## src/rtl/esrv_pkg.sv

```systemverilog
// ----------------------------------------------------------------------------
// esrv_pkg
// Shared types, codes and helpers of the expiring server table.
// ----------------------------------------------------------------------------
package esrv_pkg;

  // Default table depth
  localparam int unsigned ESRV_ENTRIES = 4;

  // Field widths
  localparam int unsigned ADDR_W   = 64;
  localparam int unsigned IFACE_W  = 32;
  localparam int unsigned EXP_W    = 31;
  localparam int unsigned STAT_W   = 3;
  localparam int unsigned TCOUNT_W = 5;

  // Queue between front and back
  localparam int unsigned QDEPTH = 2;
  localparam int unsigned QPTR_W = (QDEPTH > 1) ? $clog2(QDEPTH) : 1;
  localparam int unsigned QCNT_W = $clog2(QDEPTH + 1);

  // Result status codes
  localparam logic [STAT_W-1:0] ST_REFRESH = 3'd0;
  localparam logic [STAT_W-1:0] ST_ADD     = 3'd1;
  localparam logic [STAT_W-1:0] ST_REPLACE = 3'd2;
  localparam logic [STAT_W-1:0] ST_EXPIRED = 3'd3;
  localparam logic [STAT_W-1:0] ST_FULL    = 3'd4;
  localparam logic [STAT_W-1:0] ST_TRIM    = 3'd5;

  // Classified command handed from front to back
  typedef struct packed {
    logic               trim;
    logic               link_local;
    logic [ADDR_W-1:0]  addr_high;
    logic [ADDR_W-1:0]  addr_low;
    logic [IFACE_W-1:0] iface;
    logic [EXP_W-1:0]   expiry;
    logic [EXP_W-1:0]   now;
  } cmd_t;

  // fe80::/10 test on the upper address half
  function automatic logic is_link_local(input logic [ADDR_W-1:0] hi);
    return hi[ADDR_W-1 -: 10] == 10'h3FA;
  endfunction

endpackage

```

## src/rtl/esrv_if.sv

```systemverilog
// ----------------------------------------------------------------------------
// esrv_if
// Valid/ready channels of the expiring server table: update items in,
// table entries out.
// ----------------------------------------------------------------------------
interface esrv_in_if;
  logic        valid;
  logic        ready;
  logic        func;
  logic [63:0] addr_high;
  logic [63:0] addr_low;
  logic [31:0] iface_index;
  logic [30:0] new_expiry;
  logic [30:0] now_seconds;

  modport source (output valid, func, addr_high, addr_low, iface_index, new_expiry,
                  now_seconds, input ready);
  modport sink   (input valid, func, addr_high, addr_low, iface_index, new_expiry,
                  now_seconds, output ready);
endinterface

interface esrv_out_if;
  logic        valid;
  logic        ready;
  logic        entry_valid;
  logic [63:0] entry_addr_high;
  logic [63:0] entry_addr_low;
  logic [31:0] entry_iface;
  logic [30:0] entry_expiry;
  logic        entry_link_local;
  logic [2:0]  op_status;
  logic [4:0]  table_count;
  logic        is_last;

  modport source (output valid, entry_valid, entry_addr_high, entry_addr_low, entry_iface,
                  entry_expiry, entry_link_local, op_status, table_count, is_last,
                  input ready);
  modport sink   (input valid, entry_valid, entry_addr_high, entry_addr_low, entry_iface,
                  entry_expiry, entry_link_local, op_status, table_count, is_last,
                  output ready);
endinterface

```

## src/rtl/esrv_front.sv

```systemverilog
// ----------------------------------------------------------------------------
// esrv_front
// Accepts input items, decodes the function and flags link-local addresses,
// and holds the classified command in a register for the queue.
// ----------------------------------------------------------------------------
module esrv_front
  import esrv_pkg::*;
(
  input  logic  clk_i,
  input  logic  rst_ni,
  esrv_in_if.sink in_i,
  output logic  cmd_valid_o,
  input  logic  cmd_ready_i,
  output cmd_t  cmd_o
);

  logic valid_q, valid_d;
  cmd_t cmd_q, cmd_d;
  logic take;

  // Stage register frees up whenever the queue takes the command
  assign in_i.ready = !valid_q || cmd_ready_i;
  assign take       = in_i.valid && in_i.ready;

  // Classify the item
  always_comb begin
    cmd_d            = cmd_q;
    cmd_d.trim       = in_i.func;
    cmd_d.link_local = is_link_local(in_i.addr_high);
    cmd_d.addr_high  = in_i.addr_high;
    cmd_d.addr_low   = in_i.addr_low;
    cmd_d.iface      = in_i.iface_index;
    cmd_d.expiry     = in_i.new_expiry;
    cmd_d.now        = in_i.now_seconds;
  end

  always_comb begin
    valid_d = valid_q;
    if (take) begin
      valid_d = 1'b1;
    end else if (cmd_ready_i) begin
      valid_d = 1'b0;
    end
  end

  always_ff @(posedge clk_i or negedge rst_ni) begin
    if (!rst_ni) begin
      valid_q <= 1'b0;
    end else begin
      valid_q <= valid_d;
    end
  end

  always_ff @(posedge clk_i) begin
    if (take) begin
      cmd_q <= cmd_d;
    end
  end

  assign cmd_valid_o = valid_q;
  assign cmd_o       = cmd_q;

endmodule

```

## src/rtl/esrv_queue.sv

```systemverilog
// ----------------------------------------------------------------------------
// esrv_queue
// Short command FIFO that decouples the front from the table engine.
// ----------------------------------------------------------------------------
module esrv_queue
  import esrv_pkg::*;
(
  input  logic clk_i,
  input  logic rst_ni,
  input  logic wr_valid_i,
  output logic wr_ready_o,
  input  cmd_t wr_cmd_i,
  output logic rd_valid_o,
  input  logic rd_ready_i,
  output cmd_t rd_cmd_o
);

  cmd_t              mem_q [QDEPTH];
  logic [QPTR_W-1:0] wr_ptr_q, wr_ptr_d;
  logic [QPTR_W-1:0] rd_ptr_q, rd_ptr_d;
  logic [QCNT_W-1:0] cnt_q, cnt_d;
  logic              push, pop;

  assign wr_ready_o = cnt_q != QCNT_W'(QDEPTH);
  assign rd_valid_o = cnt_q != '0;
  assign push       = wr_valid_i && wr_ready_o;
  assign pop        = rd_valid_o && rd_ready_i;
  assign rd_cmd_o   = mem_q[rd_ptr_q];

  // Pointer and fill bookkeeping
  always_comb begin
    wr_ptr_d = wr_ptr_q;
    rd_ptr_d = rd_ptr_q;
    cnt_d    = cnt_q;
    if (push) begin
      wr_ptr_d = (wr_ptr_q == QPTR_W'(QDEPTH - 1)) ? '0 : wr_ptr_q + QPTR_W'(1);
    end
    if (pop) begin
      rd_ptr_d = (rd_ptr_q == QPTR_W'(QDEPTH - 1)) ? '0 : rd_ptr_q + QPTR_W'(1);
    end
    if (push && !pop) begin
      cnt_d = cnt_q + QCNT_W'(1);
    end else if (pop && !push) begin
      cnt_d = cnt_q - QCNT_W'(1);
    end
  end

  always_ff @(posedge clk_i or negedge rst_ni) begin
    if (!rst_ni) begin
      wr_ptr_q <= '0;
      rd_ptr_q <= '0;
      cnt_q    <= '0;
    end else begin
      wr_ptr_q <= wr_ptr_d;
      rd_ptr_q <= rd_ptr_d;
      cnt_q    <= cnt_d;
    end
  end

  always_ff @(posedge clk_i) begin
    if (push) begin
      mem_q[wr_ptr_q] <= wr_cmd_i;
    end
  end

endmodule

```

## src/rtl/esrv_back.sv

```systemverilog
// ----------------------------------------------------------------------------
// esrv_back
// Table engine: matches, removes and re-inserts entries in sorted order,
// trims expired tail entries and emits the table through an output register.
// ----------------------------------------------------------------------------
module esrv_back
  import esrv_pkg::*;
#(
  parameter int unsigned ENTRIES = ESRV_ENTRIES
) (
  input  logic clk_i,
  input  logic rst_ni,
  input  logic cmd_valid_i,
  output logic cmd_ready_o,
  input  cmd_t cmd_i,
  esrv_out_if.source out_o
);

  localparam int unsigned IDX_W = (ENTRIES > 1) ? $clog2(ENTRIES) : 1;
  localparam int unsigned CNT_W = $clog2(ENTRIES + 1);

  // Sequencer states
  localparam logic [2:0] S_IDLE   = 3'd0;
  localparam logic [2:0] S_MATCH  = 3'd1;
  localparam logic [2:0] S_DECIDE = 3'd2;
  localparam logic [2:0] S_REMOVE = 3'd3;
  localparam logic [2:0] S_INSERT = 3'd4;
  localparam logic [2:0] S_EMIT   = 3'd5;

  logic [2:0]         state_q, state_d;
  cmd_t               cmd_q;
  logic [ENTRIES-1:0] match_q, match_d;
  logic [IDX_W-1:0]   idx_q, idx_d;
  logic [CNT_W-1:0]   wc_q, wc_d;
  logic [CNT_W-1:0]   cnt_q, cnt_d;
  logic [STAT_W-1:0]  status_q, status_d;
  logic [IDX_W-1:0]   emit_q, emit_d;

  // Entry storage
  logic [ADDR_W-1:0]  tab_hi_q  [ENTRIES];
  logic [ADDR_W-1:0]  tab_lo_q  [ENTRIES];
  logic [IFACE_W-1:0] tab_if_q  [ENTRIES];
  logic [EXP_W-1:0]   tab_exp_q [ENTRIES];

  // Output register
  logic                out_valid_q, out_valid_d;
  logic                o_evalid_q;
  logic [ADDR_W-1:0]   o_hi_q;
  logic [ADDR_W-1:0]   o_lo_q;
  logic [IFACE_W-1:0]  o_if_q;
  logic [EXP_W-1:0]    o_exp_q;
  logic                o_ll_q;
  logic [STAT_W-1:0]   o_stat_q;
  logic [CNT_W-1:0]    o_cnt_q;
  logic                o_last_q;

  logic               out_free;
  logic               load_out;
  logic               emit_last;
  logic               hit;
  logic [IDX_W-1:0]   hit_idx;
  logic [CNT_W-1:0]   live_cnt;
  logic [CNT_W-1:0]   ins_pos;

  assign cmd_ready_o = state_q == S_IDLE;
  assign out_free    = !out_valid_q || out_o.ready;
  assign load_out    = (state_q == S_EMIT) && out_free;
  assign emit_last   = (cnt_q == '0) || (CNT_W'(emit_q) + CNT_W'(1) == cnt_q);

  // Parallel address match over the live entries
  always_comb begin
    for (int j = 0; j < ENTRIES; j++) begin
      match_d[j] = (CNT_W'(j) < cnt_q) &&
                   (tab_hi_q[j] == cmd_q.addr_high) &&
                   (tab_lo_q[j] == cmd_q.addr_low) &&
                   (!cmd_q.link_local || (tab_if_q[j] == cmd_q.iface));
    end
  end

  // First matching entry
  always_comb begin
    hit     = |match_q;
    hit_idx = '0;
    for (int j = ENTRIES - 1; j >= 0; j--) begin
      if (match_q[j]) begin
        hit_idx = IDX_W'(j);
      end
    end
  end

  // Entries surviving a trim: expired ones form the tail of the sorted table
  always_comb begin
    live_cnt = '0;
    for (int j = 0; j < ENTRIES; j++) begin
      if ((CNT_W'(j) < cnt_q) && (tab_exp_q[j] > cmd_q.now)) begin
        live_cnt = live_cnt + CNT_W'(1);
      end
    end
  end

  // Insert slot: after every remaining entry with expiry at least the new one
  always_comb begin
    ins_pos = '0;
    for (int j = 0; j < ENTRIES; j++) begin
      if ((CNT_W'(j) < wc_q) && (tab_exp_q[j] >= cmd_q.expiry)) begin
        ins_pos = ins_pos + CNT_W'(1);
      end
    end
  end

  // Sequencer
  always_comb begin
    state_d  = state_q;
    idx_d    = idx_q;
    wc_d     = wc_q;
    cnt_d    = cnt_q;
    status_d = status_q;
    emit_d   = emit_q;
    case (state_q)
      S_IDLE: begin
        if (cmd_valid_i) begin
          state_d = S_MATCH;
        end
      end
      S_MATCH: begin
        state_d = S_DECIDE;
      end
      S_DECIDE: begin
        emit_d = '0;
        if (cmd_q.trim) begin
          cnt_d    = live_cnt;
          status_d = ST_TRIM;
          state_d  = S_EMIT;
        end else if (hit) begin
          idx_d    = hit_idx;
          wc_d     = cnt_q - CNT_W'(1);
          status_d = ST_REFRESH;
          state_d  = S_REMOVE;
        end else if (cmd_q.expiry == cmd_q.now) begin
          status_d = ST_EXPIRED;
          state_d  = S_EMIT;
        end else if (cnt_q < CNT_W'(ENTRIES)) begin
          wc_d     = cnt_q;
          status_d = ST_ADD;
          state_d  = S_INSERT;
        end else if (cmd_q.expiry >= tab_exp_q[ENTRIES-1]) begin
          // Oldest entry is the last one: dropping it needs no shift
          wc_d     = CNT_W'(ENTRIES - 1);
          status_d = ST_REPLACE;
          state_d  = S_INSERT;
        end else begin
          status_d = ST_FULL;
          state_d  = S_EMIT;
        end
      end
      S_REMOVE: begin
        state_d = S_INSERT;
      end
      S_INSERT: begin
        cnt_d   = wc_q + CNT_W'(1);
        emit_d  = '0;
        state_d = S_EMIT;
      end
      S_EMIT: begin
        if (out_free) begin
          if (emit_last) begin
            state_d = S_IDLE;
          end else begin
            emit_d = emit_q + IDX_W'(1);
          end
        end
      end
      default: begin
        state_d = S_IDLE;
      end
    endcase
  end

  // Output valid tracking
  always_comb begin
    out_valid_d = out_valid_q;
    if (load_out) begin
      out_valid_d = 1'b1;
    end else if (out_o.ready) begin
      out_valid_d = 1'b0;
    end
  end

  always_ff @(posedge clk_i or negedge rst_ni) begin
    if (!rst_ni) begin
      state_q     <= S_IDLE;
      cnt_q       <= '0;
      out_valid_q <= 1'b0;
    end else begin
      state_q     <= state_d;
      cnt_q       <= cnt_d;
      out_valid_q <= out_valid_d;
    end
  end

  // Working registers
  always_ff @(posedge clk_i) begin
    idx_q    <= idx_d;
    wc_q     <= wc_d;
    status_q <= status_d;
    emit_q   <= emit_d;
    match_q  <= match_d;
    if (cmd_valid_i && cmd_ready_o) begin
      cmd_q <= cmd_i;
    end
  end

  // Table updates: close the gap at idx, then open one at the insert slot
  always_ff @(posedge clk_i) begin
    if (state_q == S_REMOVE) begin
      for (int j = 0; j < ENTRIES - 1; j++) begin
        if (IDX_W'(j) >= idx_q) begin
          tab_hi_q[j]  <= tab_hi_q[j+1];
          tab_lo_q[j]  <= tab_lo_q[j+1];
          tab_if_q[j]  <= tab_if_q[j+1];
          tab_exp_q[j] <= tab_exp_q[j+1];
        end
      end
    end else if (state_q == S_INSERT) begin
      for (int j = 0; j < ENTRIES; j++) begin
        if (CNT_W'(j) == ins_pos) begin
          tab_hi_q[j]  <= cmd_q.addr_high;
          tab_lo_q[j]  <= cmd_q.addr_low;
          tab_if_q[j]  <= cmd_q.iface;
          tab_exp_q[j] <= cmd_q.expiry;
        end else if ((j > 0) && (CNT_W'(j) > ins_pos)) begin
          tab_hi_q[j]  <= tab_hi_q[j-1];
          tab_lo_q[j]  <= tab_lo_q[j-1];
          tab_if_q[j]  <= tab_if_q[j-1];
          tab_exp_q[j] <= tab_exp_q[j-1];
        end
      end
    end
  end

  // Result payload; an empty table yields a single blank entry
  always_ff @(posedge clk_i) begin
    if (load_out) begin
      o_stat_q <= status_q;
      o_cnt_q  <= cnt_q;
      o_last_q <= emit_last;
      if (cnt_q == '0) begin
        o_evalid_q <= 1'b0;
        o_hi_q     <= '0;
        o_lo_q     <= '0;
        o_if_q     <= '0;
        o_exp_q    <= '0;
        o_ll_q     <= 1'b0;
      end else begin
        o_evalid_q <= 1'b1;
        o_hi_q     <= tab_hi_q[emit_q];
        o_lo_q     <= tab_lo_q[emit_q];
        o_if_q     <= tab_if_q[emit_q];
        o_exp_q    <= tab_exp_q[emit_q];
        o_ll_q     <= is_link_local(tab_hi_q[emit_q]);
      end
    end
  end

  assign out_o.valid            = out_valid_q;
  assign out_o.entry_valid      = o_evalid_q;
  assign out_o.entry_addr_high  = o_hi_q;
  assign out_o.entry_addr_low   = o_lo_q;
  assign out_o.entry_iface      = o_if_q;
  assign out_o.entry_expiry     = o_exp_q;
  assign out_o.entry_link_local = o_ll_q;
  assign out_o.op_status        = o_stat_q;
  assign out_o.table_count      = TCOUNT_W'(o_cnt_q);
  assign out_o.is_last          = o_last_q;

endmodule

```

## src/rtl/expiring_server_table_top.sv

```systemverilog
// ----------------------------------------------------------------------------
// expiring_server_table_top
// Table of server addresses with expiry times, sorted by falling expiry.
//
//   channel   dir   handshake      carries
//   in_i      in    valid/ready    func, address, iface index, expiry, now
//   out_o     out   valid/ready    one table entry per result, status, count
//
// The single sequencer in the table engine runs match, decide, remove and
// insert for a refresh; match, decide, insert to add or replace; match, decide
// when ignored and for a trim; then emit sends each entry (at least one).
// Reset empties the table at once; entry contents stay unwritten.
// The front register and a two-item queue take new items while the engine
// works or waits on a stalled output.
// ----------------------------------------------------------------------------
module expiring_server_table_top
  import esrv_pkg::*;
#(
  parameter int unsigned ENTRIES = ESRV_ENTRIES
) (
  input logic clk_i,
  input logic rst_ni,
  esrv_in_if.sink     in_i,
  esrv_out_if.source  out_o
);

  logic f_valid, f_ready;
  cmd_t f_cmd;
  logic q_valid, q_ready;
  cmd_t q_cmd;

  esrv_front u_front (
    .clk_i       (clk_i),
    .rst_ni      (rst_ni),
    .in_i        (in_i),
    .cmd_valid_o (f_valid),
    .cmd_ready_i (f_ready),
    .cmd_o       (f_cmd)
  );

  esrv_queue u_queue (
    .clk_i      (clk_i),
    .rst_ni     (rst_ni),
    .wr_valid_i (f_valid),
    .wr_ready_o (f_ready),
    .wr_cmd_i   (f_cmd),
    .rd_valid_o (q_valid),
    .rd_ready_i (q_ready),
    .rd_cmd_o   (q_cmd)
  );

  esrv_back #(
    .ENTRIES (ENTRIES)
  ) u_back (
    .clk_i       (clk_i),
    .rst_ni      (rst_ni),
    .cmd_valid_i (q_valid),
    .cmd_ready_o (q_ready),
    .cmd_i       (q_cmd),
    .out_o       (out_o)
  );

endmodule
```

## src/flat_wrapper.sv

```systemverilog
// flat-port wrapper written by rule: the top's interface ports become plain ports
module expiring_server_table_top_flat import esrv_pkg::*;
#(
  parameter int unsigned ENTRIES = ESRV_ENTRIES
)
  (clk_i, rst_ni, in_i_valid, in_i_func, in_i_addr_high, in_i_addr_low, in_i_iface_index, in_i_new_expiry, in_i_now_seconds, in_i_ready, out_o_valid, out_o_entry_valid, out_o_entry_addr_high, out_o_entry_addr_low, out_o_entry_iface, out_o_entry_expiry, out_o_entry_link_local, out_o_op_status, out_o_table_count, out_o_is_last, out_o_ready);
  esrv_in_if in_i_i ();
  esrv_out_if out_o_i ();
  input logic clk_i;
  input logic rst_ni;
  input wire logic [$bits(in_i_i.valid)-1:0] in_i_valid;
  input wire logic [$bits(in_i_i.func)-1:0] in_i_func;
  input wire logic [$bits(in_i_i.addr_high)-1:0] in_i_addr_high;
  input wire logic [$bits(in_i_i.addr_low)-1:0] in_i_addr_low;
  input wire logic [$bits(in_i_i.iface_index)-1:0] in_i_iface_index;
  input wire logic [$bits(in_i_i.new_expiry)-1:0] in_i_new_expiry;
  input wire logic [$bits(in_i_i.now_seconds)-1:0] in_i_now_seconds;
  output wire logic [$bits(in_i_i.ready)-1:0] in_i_ready;
  output wire logic [$bits(out_o_i.valid)-1:0] out_o_valid;
  output wire logic [$bits(out_o_i.entry_valid)-1:0] out_o_entry_valid;
  output wire logic [$bits(out_o_i.entry_addr_high)-1:0] out_o_entry_addr_high;
  output wire logic [$bits(out_o_i.entry_addr_low)-1:0] out_o_entry_addr_low;
  output wire logic [$bits(out_o_i.entry_iface)-1:0] out_o_entry_iface;
  output wire logic [$bits(out_o_i.entry_expiry)-1:0] out_o_entry_expiry;
  output wire logic [$bits(out_o_i.entry_link_local)-1:0] out_o_entry_link_local;
  output wire logic [$bits(out_o_i.op_status)-1:0] out_o_op_status;
  output wire logic [$bits(out_o_i.table_count)-1:0] out_o_table_count;
  output wire logic [$bits(out_o_i.is_last)-1:0] out_o_is_last;
  input wire logic [$bits(out_o_i.ready)-1:0] out_o_ready;
  assign in_i_i.valid = in_i_valid;
  assign in_i_i.func = in_i_func;
  assign in_i_i.addr_high = in_i_addr_high;
  assign in_i_i.addr_low = in_i_addr_low;
  assign in_i_i.iface_index = in_i_iface_index;
  assign in_i_i.new_expiry = in_i_new_expiry;
  assign in_i_i.now_seconds = in_i_now_seconds;
  assign in_i_ready = in_i_i.ready;
  assign out_o_valid = out_o_i.valid;
  assign out_o_entry_valid = out_o_i.entry_valid;
  assign out_o_entry_addr_high = out_o_i.entry_addr_high;
  assign out_o_entry_addr_low = out_o_i.entry_addr_low;
  assign out_o_entry_iface = out_o_i.entry_iface;
  assign out_o_entry_expiry = out_o_i.entry_expiry;
  assign out_o_entry_link_local = out_o_i.entry_link_local;
  assign out_o_op_status = out_o_i.op_status;
  assign out_o_table_count = out_o_i.table_count;
  assign out_o_is_last = out_o_i.is_last;
  assign out_o_i.ready = out_o_ready;
  expiring_server_table_top #(.ENTRIES(ENTRIES)) u_core (.clk_i(clk_i), .rst_ni(rst_ni), .in_i(in_i_i), .out_o(out_o_i));
endmodule
```

## config.mk

```make
export PLATFORM = sky130hd
export DESIGN_NAME = expiring_server_table_top_flat
export DESIGN_NICKNAME = d
export VERILOG_FILES = /design/src/rtl/esrv_pkg.sv /design/src/rtl/esrv_if.sv /design/src/rtl/esrv_front.sv /design/src/rtl/esrv_queue.sv /design/src/rtl/esrv_back.sv /design/src/rtl/expiring_server_table_top.sv /design/src/flat_wrapper.sv
export SDC_FILE = /design/constraint.sdc
export NUM_CORES = 2
export LEC_CHECK = 0
export BUFFER_PORTS_ARGS = -buffer_cell sky130_fd_sc_hd__buf_2
export CAP_MARGIN = 25
export CORE_ASPECT_RATIO = 0.8
export CORE_MARGIN = 2
export CORE_UTILIZATION = 65
export DETAILED_ROUTE_END_ITERATION = 10
export PLACE_DENSITY = 0.84
export SYNTH_ARGS = -nofsm -noshare
export SYNTH_HDL_FRONTEND = slang
export SYNTH_SLANG_ARGS = --single-unit
```

## constraint.sdc

```tcl
create_clock -name clk_i -period 50.6 [get_ports clk_i]
set_input_delay 2.53 -clock clk_i [delete_from_list [all_inputs] [get_ports clk_i]]
set_output_delay 2.53 -clock clk_i [all_outputs]
set_load 0.005 [all_outputs]
```

==> run_summary.xml <==
<?xml version="1.0" encoding="UTF-8"?>
<metrics>
  <group name="status">
    <metric name="outcome" unit="">finished clean</metric>
  </group>
  <group name="placement">
    <metric name="gp_congestion" unit="">1.06</metric>
    <metric name="post-dp-hpwl" unit="mm">208</metric>
    <metric name="port-buffer-count" unit="">428</metric>
  </group>
  <group name="min_path">
    <metric name="holdCritPathClass" unit="">register to register</metric>
  </group>
  <group name="clocking">
    <metric name="cts.repair.resized" unit="">0</metric>
    <metric name="worst_skew_pair.late_latency" unit="ns">0.84</metric>
    <metric name="cts_hold_repair.buffers" unit="">0</metric>
    <metric name="clock_buffer_count_from_cts" unit="">178</metric>
    <metric name="root_buffer" unit="">clkbuf_16</metric>
    <metric name="cts_tree" unit="">yes</metric>
    <metric name="cts.clk_slew.worst_paths" unit="ns">0.06</metric>
    <metric name="cts_sinks" unit="">1888</metric>
    <metric name="cts.repair_timing.setup_buffer_count" unit="">0</metric>
    <metric name="cts_max_level" unit="">4</metric>
    <metric name="ctsLongestPathBuffers" unit="">3</metric>
  </group>
  <group name="drt">
    <metric name="drt_drc_violations_left" unit="">0</metric>
    <metric name="vias_per_cell" unit="">6.66</metric>
    <metric name="drt.antenna.violating_nets" unit="">0</metric>
    <metric name="drt_pre_antenna_iters" unit="">7</metric>
    <metric name="vias" unit="">63100</metric>
    <metric name="routed_wire_length" unit="mm">299</metric>
    <metric name="post_drt_wl_per_cell" unit="um">31.5</metric>
    <metric name="initialDrtViolationCount" unit="">11000</metric>
  </group>
  <group name="synthesis">
    <metric name="adder_and_majority_gate_portion_of_the_synthesized_area" unit="">0.0357</metric>
    <metric name="yosysWarningCount" unit="">0</metric>
    <metric name="synthDominantCellAreaShare" unit="">0.616</metric>
    <metric name="synth_top_cell_by_area" unit="">edfxtp_1</metric>
    <metric name="synthTopCellsByArea" unit="">edfxtp_1 62%, nand2_1 6.0%, mux4_2 4.7%</metric>
    <metric name="synth-edff-count" unit="">1870</metric>
    <metric name="netlist_area_before_placement" unit="mm^2">0.0911</metric>
    <metric name="synthesis.instances" unit="">7254</metric>
    <metric name="synth_xor_xnor_area_share" unit="">0.0600</metric>
    <metric name="synthArstFlopShare" unit="">0.00636</metric>
    <metric name="main_combinational_cell_family_by_area_after_synthesis" unit="">simple AND/OR/NAND/NOR gates</metric>
    <metric name="synth_compound_area_frac" unit="">0.0599</metric>
    <metric name="seq_area_frac_synth" unit="">0.621</metric>
    <metric name="share_of_cell_area_taken_by_muxes_after_synthesis" unit="">0.0757</metric>
    <metric name="synthSimpleGateAreaFrac" unit="">0.117</metric>
    <metric name="synth_top_flop_cell" unit="">edfxtp_1</metric>
    <metric name="synth.avg_cell_area" unit="um^2">12.6</metric>
    <metric name="synth_cell_types" unit="">72</metric>
    <metric name="postSynthRegisterBits" unit="">1888</metric>
  </group>
  <group name="sta">
    <metric name="layout_worst_path_cycle_share" unit="">0.180</metric>
    <metric name="hold_violations" unit="">0</metric>
    <metric name="min_period" unit="ns">9.13</metric>
    <metric name="rsz0062_at_grt" unit="">false</metric>
    <metric name="timing.max_slew.rel_slack" unit="">0.185</metric>
    <metric name="timing.final.setup_violations" unit="">0</metric>
    <metric name="max_freq" unit="MHz">110</metric>
    <metric name="timing_worst_slew_pin_value" unit="ns">1.21</metric>
    <metric name="skew" unit="ns">0.0511</metric>
    <metric name="final_max_slew_viol_count" unit="">0</metric>
    <metric name="setup_tns" unit="ns">0</metric>
  </group>
  <group name="die">
    <metric name="die_w" unit="um">423</metric>
    <metric name="start_util" unit="">0.657</metric>
    <metric name="floorplan.rows" unit="">122</metric>
    <metric name="core_area" unit="mm^2">0.139</metric>
    <metric name="fp.dieArea" unit="mm^2">0.143</metric>
    <metric name="dieHeight" unit="um">339</metric>
    <metric name="io-pin-count" unit="">431</metric>
  </group>
  <group name="grt">
    <metric name="global_route_congestion_overflow_total" unit="">0</metric>
    <metric name="via_count_of_the_first_global_routing_pass" unit="">59500</metric>
    <metric name="pin_count_of_the_biggest_net_entering_global_routing" unit="">204</metric>
    <metric name="grt.total_usage" unit="">0.414</metric>
    <metric name="grt_first_pass_wirelength" unit="mm">426</metric>
    <metric name="antenna_found_initial" unit="">15</metric>
  </group>
  <group name="critical_path">
    <metric name="worst-setup-path-type" unit="">register to register</metric>
    <metric name="path_max_fanout" unit="">99</metric>
    <metric name="setup.worst_path.end_class" unit="">register</metric>
    <metric name="type_of_element_launching_the_critical_path" unit="">register</metric>
    <metric name="worst_ep_required_time" unit="ns">51.25</metric>
    <metric name="timing.critical_path.arrival" unit="ns">9.77</metric>
  </group>
  <group name="cells_and_area">
    <metric name="drive_gt1_frac" unit="">0.160</metric>
    <metric name="design.final.nets" unit="">7940</metric>
    <metric name="area.sequential" unit="mm^2">0.0566</metric>
    <metric name="multi_input_comb_area" unit="mm^2">0.0319</metric>
    <metric name="fillers" unit="">8811</metric>
    <metric name="synthToLayoutAreaGrowth" unit="%">10.0</metric>
  </group>
  <group name="job">
    <metric name="max_cap_violations" unit="">0</metric>
  </group>
</metrics>
[sequential cells by signal, indices dropped and copies added, names as in the netlist, 124 cells and up, named ones only]
register and flops:
u_core.u_queue.mem_q 448, u_core.u_back.cmd_q 224, u_core.u_front.cmd_o 224, u_core.u_back.tab_hi_q 256
u_core.u_back.tab_lo_q 256, u_core.u_back.tab_exp_q 124, u_core.u_back.tab_if_q 128
[routing by layer]
layer	GRT usage	vias to the layer above	part of all wire
li1	-	26700	-
met1	0.579	30800	0.37
met2	0.607	4826	0.44
met3	0.0996	761	0.12
met4	0.217	16	0.063
met5	0	-	0.00036
[cells in the final DEF, fill, tap and decap left out, types with 16 or more instances in the layout]
master     instances
edfxtp_1        1870
nand2_1         1458
a21oi_1          434
buf_2            432
nor2_1           416
xor2_1           319
xnor2_1          305
ha_1             260
mux2_2           226
a31oi_1          210
mux4_2           191
and2_1           191
clkbuf_16        182
inv_1            169
nand4_1          152
o21ai_0          113
nor4_1           104
buf_4             65
a21o_1            56
clkbuf_1          38
clkinv_2          34
clkinv_1          32
nor3_1            31
nand3_1           26
o22ai_1           19
bufinv_16         19
nor2b_1           18
nand2b_1          17
o21a_1            16
[final cells by class]
cell class,instances,share of cell area
Sequential cell,1888,0.564
Tap cell,1860,0.0232
Multi-Input combinational cell,4706,0.318
Timing Repair Buffer,508,0.0287
Inverter,171,0.00655
Clock inverter,109,0.0119
Antenna cell,6,0.000150
Clock buffer,223,0.0473
[through the flow]
stage / cell area (um^2) / cells / util / worst slack, ns / hold WS (ns)
6_report: 100000 / 9471 / 0.722 / 41.47 / 0.423
5_1_grt: 100000 / 9468 / 0.722 / 41.19 / 0.436
4_1_cts: 100000 / 9459 / 0.722 / 41.44 / 0.425
3_5_place_dp: 94200 / 9127 / 0.679 / 41.53 / 0.410
3_3_place_gp: 94200 / 9121 / 0.679 / 41.77 / 0.409
2_1_floorplan: 91100 / 7255 / - / 29.60 / 0.400
[synth_stat cells (all sizes together) (4+ instances only)]
cell type / n
ha: 260
nand2: 1460
o2bb2ai: 14
edfxtp: 1870
inv: 171
o211ai: 4
nand3: 26
nor2: 420
a221oi: 14
and4: 4
dfrtp: 12
buf: 211
nand4: 152
nor3: 31
o31ai: 6
dfxtp: 6
o22ai: 19
a211oi: 8
and3: 9
o21ai: 115
mux4: 191
xor2: 319
a21oi: 434
or4: 4
nor4: 107
or2: 7
nand2b: 17
or3: 4
clkbuf: 279
xnor2: 305
nor2b: 18
and2: 192
mux2i: 5
o21a: 16
a21o: 56
a22oi: 9
mux2: 226
a31oi: 210
[logic make-up (layout without fill, tap and decap cells)]
group	Yosys count	in the layout
AND/OR/NAND/NOR	2461	2461
flip-flops	1888	1888
AO/OA/AOI/OAI	937	937
buffers and inverters	661	1011
XOR/XNOR	624	624
multiplexers	422	422
adder cells (fa/ha/maj)	260	260
other	1	8
[worst paths after layout]
kind                       slack, ns  cells after the start                                    start                                          to
setup / recovery               41.47                     25        u_core.u_back.cmd_q[32]$_DFFE_PP_     u_core.u_back.tab_lo_q[2][13]$_DFFE_PP_
hold / removal                  0.42                      0  u_core.u_back.status_q[0]$_SDFFCE_PP1P_  u_core.u_back.out_o.op_status[0]$_DFFE_PP_
setup reg to reg               41.47                     25        u_core.u_back.cmd_q[32]$_DFFE_PP_     u_core.u_back.tab_lo_q[2][13]$_DFFE_PP_
hold reg to reg                 0.42                      0  u_core.u_back.status_q[0]$_SDFFCE_PP1P_  u_core.u_back.out_o.op_status[0]$_DFFE_PP_
max in group asynchronous      48.75                      1                                   rst_ni         u_core.u_queue.rd_ptr_q$_DFFE_PN0P_
min in group asynchronous       1.58                      1                                   rst_ni          u_core.u_back.cnt_q[0]$_DFFE_PN0P_
[worst max-delay path: stages (launching register included)]
cell      delay, ns
edfxtp_1       0.47
inv_1          0.20
ha_1           0.32
nor2b_1        0.16
o21a_1         0.16
o21a_1         0.17
o21a_1         0.17
o21ai_0        0.17
nand2b_1       0.12
a21oi_1        0.21
o31ai_1        0.10
a221oi_1       0.66
o311ai_0       0.25
ha_1           0.30
and3_1         0.17
or2_2          0.27
ha_1           0.21
nand2_1        0.08
mux2i_1        0.63
or2_4          0.81
buf_4          0.56
buf_16         0.30
buf_4          0.76
buf_4          0.92
nand2_1        0.21
a31oi_1        0.28
Power is not shown: default switching activity piles up to over one toggle a cycle in this logic, so the estimate is an artifact.
